[config.mk]
export PLATFORM = sky130hd
export DESIGN_NAME = mvsm_mul
export DESIGN_NICKNAME = d
export VERILOG_FILES = /design/src/hdl/mvsm_mul.sv
export SDC_FILE = /design/constraint.sdc
export NUM_CORES = 1
export LEC_CHECK = 0
export ABC_AREA = 1
export BUFFER_PORTS_ARGS = -buffer_cell sky130_fd_sc_hd__buf_2
export CORE_UTILIZATION = 60
export CTS_CLUSTER_SIZE = 12
export DETAILED_ROUTE_END_ITERATION = 12
export PLACE_DENSITY = 0.78
export SETUP_SLACK_MARGIN = 0.2
export SYNTH_ARGS = -nofsm -noshare
export SYNTH_HDL_FRONTEND = slang
export SYNTH_SLANG_ARGS = --single-unit
export TNS_END_PERCENT = 1
[constraint.sdc]
create_clock -name clk -period 7.3 [get_ports clk]
set_clock_uncertainty 0.15 [all_clocks]
set_input_delay 1.46 -clock clk [delete_from_list [all_inputs] [get_ports clk]]
set_output_delay 1.46 -clock clk [all_outputs]
set_load 0.1 [all_outputs]
[src/hdl/mvsm_mul.sv]
// Shared signed multiplier with registered product, used by the mix sequencer.
// No dependencies.
module mvsm_mul (
	input logic clk,
	input logic signed [17:0] a,
	input logic signed [17:0] b,
	output logic signed [35:0] p_q
);
	always_ff @(posedge clk) begin
		p_q <= a * b;
	end
endmodule

==> results.md <==
Clock network:
- The TritonCTS buffer count is 5.
- Counting every sink on the clock net gives 36.
- In this run the deepest clock path goes through 2 buffers.
- The clock root buffer is clkbuf_16.
- Hold repair after CTS inserted 0 buffers.
- The count of instances resized after the clock tree is built is 0.
- The level count of the clock H-tree is 2.
- Buffers added to address setup during post-CTS repair amount to 0.
- The clock tree from TritonCTS is done.
- The clock slew seen by the registers of the worst setup and hold paths is 0.06 ns.

Layout:
- The net count of the finished layout is 2311.
- From synthesis to final layout, the design area changed by 5.357%.
- The register containing the most flip-flops in the final layout is p_q.
- The largest registers in the layout are p_q (36).
- The proportion of layout cells with a drive suffix above 1 is 6.422%.
- The register with the most flip-flops in the layout has 36 of them.

Floorplan:
- The total die area is 23770 um^2.
- The standard-cell row count is 55.
- The starting density of the core is 61.20%.
- The die boundary width is 154.2 um.
- The die span in y is 154.2 um.
- The region available for standard cell placement spans 22710 um^2.
- The top-level I/O count is 73.

STA:
- The number of pins with negative max-slew slack in the final report is 0.
- Setup violations remaining at the end of the flow were counted as 0.
- At the pin with the least slew margin, the transition time is 0.5173 ns.
- The hold violation count in the final report came to 0.
- The headroom to the max-slew limit is 65.52%.
- The timing-limited maximum frequency is 148.3 MHz.
- Adding up every negative setup slack in the final design gives 0 ns.
- The final critical path takes up 92.38% of the cycle.
- Setup repair after global routing left no endpoint under its margin.
- The clock period minus final worst setup slack is 6.744 ns.

Placement:
- After legalization and detailed placement, the total HPWL measured 29080 um.
- Routability-driven placement finished with a final weighted congestion of 0.9014.
- The count of buffers added on input and output ports is 72.

Logic synthesis:
- Counting instances in the post-synthesis netlist gives the leading cell types as inv_1 (605), nand2_1 (503), fa_1 (329).
- The async set-or-reset flop fraction in the synthesized netlist is 0%.
- The total nets after synthesis is 2285.
- Ranked by total cell area, the synthesized netlist is headed by fa_1 (47%), inv_1 (16%), nand2_1 (14%), ha_1 (8.4%), dfxtp_1 (5.2%).
- For this run, the leading register cell type out of synthesis is dfxtp_1.
- The average cell area after synthesis is 7.611 um^2.
- The post-synthesis instance area is 13900 um^2.
- Summing the areas of all fa, ha and maj instances in the mapped netlist gives 55.77% of the synthesized area.
- The count of different cell masters after synthesis is 26.
- The most common cell in the synthesized netlist is inv_1.
- The synthesized netlist cell count is 1826.
- In the synthesized netlist, mux cells make up 0% of the area.
- The library cell with the largest summed area after synthesis is fa_1.
- The compound-gate portion of the synthesized area is 1.495%.
- The combinational family with the most area after synthesis is adder cells.
- The fraction of synthesized cell area taken by the top area cell type is 47.39%.
- The fraction of the yosys area taken by sequential cells is 5.186%.
- The number of flops mapped to enable cells by yosys is 0.
- After Yosys synthesis, XOR and XNOR cells account for 1.071% of the synthesized area.
- The flip-flop and latch count after synthesis is 36.
- The fraction of the mapped netlist area in simple logic gates is 18.14%.
- For this run, the number of Yosys warnings is 0.

Route:
- The routed design has 33720 um of wire.
- The routed wire length per instance is 15.76 um.
- Across all layers, the routed design uses 10910 vias.
- The pre-antenna-repair detailed-routing pass consisted of 6 iterations.
- The first routing iteration left 735 violations.
- The number of nets with antenna violations after detailed routing is 0.
- For this run, design rule violations remaining after detail routing come to 0.
- Dividing the detail-routed via count by the number of cells gives 5.101.

Global routing:
- The initial antenna violation count came to 1.
- Entering global routing, the biggest net connects 19 pins.
- The global-route usage over all layers is 31.61%.
- The first global-routing pass estimated 58240 um of wire.
- The total overflow left after global routing is 0.
- The via count of the first global-routing pass was 11790.

Worst setup path:
- For this run, the slowest stage of the critical path takes 0.58 ns.
- The type of the setup path with the least slack is primary input to flop.
- The worst setup path is launched from a primary input.
- The critical path's slowest cell is fa_1.
- At the worst endpoint, the required time is 7.32 ns.
- Along the worst path, the maximum fanout reaches 11.
- The endpoint arrival time on the critical path is 6.77 ns.
- The cell repeated most along the worst path is fa_1.
- On the critical path the largest part of the delay comes from adder cells.
- The number of buffer and inverter stages on the critical path is 5.
- The critical path goes through buf_2 > buf_4 > nand2_1 > fa_1 > fa_1 > fa_1 > fa_1 > inv_1 > fa_1 > inv_1 > fa_1 > inv_1 > ha_1 > nand2_1 > nor2_1 > and2_1 > nand2_1 > nand3_2 > nand2_1 > nand3_1 > nand2_1.
- The endpoint class of the critical path is a flop.

Run:
- The max-cap violation count is 0.

Status:
- The run finished with clean final reports.

Hold path:
- The type of the tightest min-delay check is primary input to flop.
[metrics by stage]
stage	cells	util, %	instance area, um^2	hold WS (ns)	worst slack [ns]
floorplan	1826	-	13900	1.613	0.4470
global placement	2130	63.83	14500	1.805	0.3057
detailed placement	2130	63.83	14500	1.809	0.2898
CTS	2138	64.46	14640	1.512	0.5827
global route	2139	64.47	14640	1.536	0.2525
finish	2139	64.47	14640	1.517	0.5560
[cells by family after synthesis]
kind of cell    count (synthesis)
compound gates                 38
xor+xnor                       17
fa+ha+maj                     422
buf+inv                       679
flops                          36
simple gates                  634
[layout by cell type, fill, tap and decap left out, drive strengths merged]
cell type  Yosys  final
nand4          8      8
clkinv         0      3
nand3b         2      2
buf            3     90
and2           6      6
fa           329    329
diode          0      1
a21oi         26     26
ha            93     93
o21bai         6      6
dfxtp         36     36
nor2          66     66
nand3         34     34
clkbuf        68      5
xnor2          3      3
nor3           5      5
nand2        509    509
xor2          14     14
o21ai          5      5
inv          608    608
or2            4      4
a21o           1      1
[area by class of cell]
type	count	area, um^2
Clock buffer	5	125.1
Timing Repair Buffer	90	508.0
Inverter	608	2282
Sequential cell	36	720.7
Fill cell	1996	8068
Multi-Input combinational cell	1111	10630
Tap cell	285	356.6
Antenna cell	1	2.502
Clock inverter	3	18.77
[metal layers]
metal  track usage [%]  share of wire, %
met4             10.67               4.1
met5                 0                 0
met3             4.287               7.6
met2             55.95                51
met1             40.01                38
[worst paths after layout]
check | depth (start not counted) | from | end | slack [ns]
hold / removal | 4 | b[0] | p_q[0]$_DFF_P_ | 1.52
setup / recovery | 21 | b[4] | p_q[22]$_DFF_P_ | 0.56
Power is not shown: default switching activity piles up to over one toggle a cycle in this logic, so the estimate is an artifact.
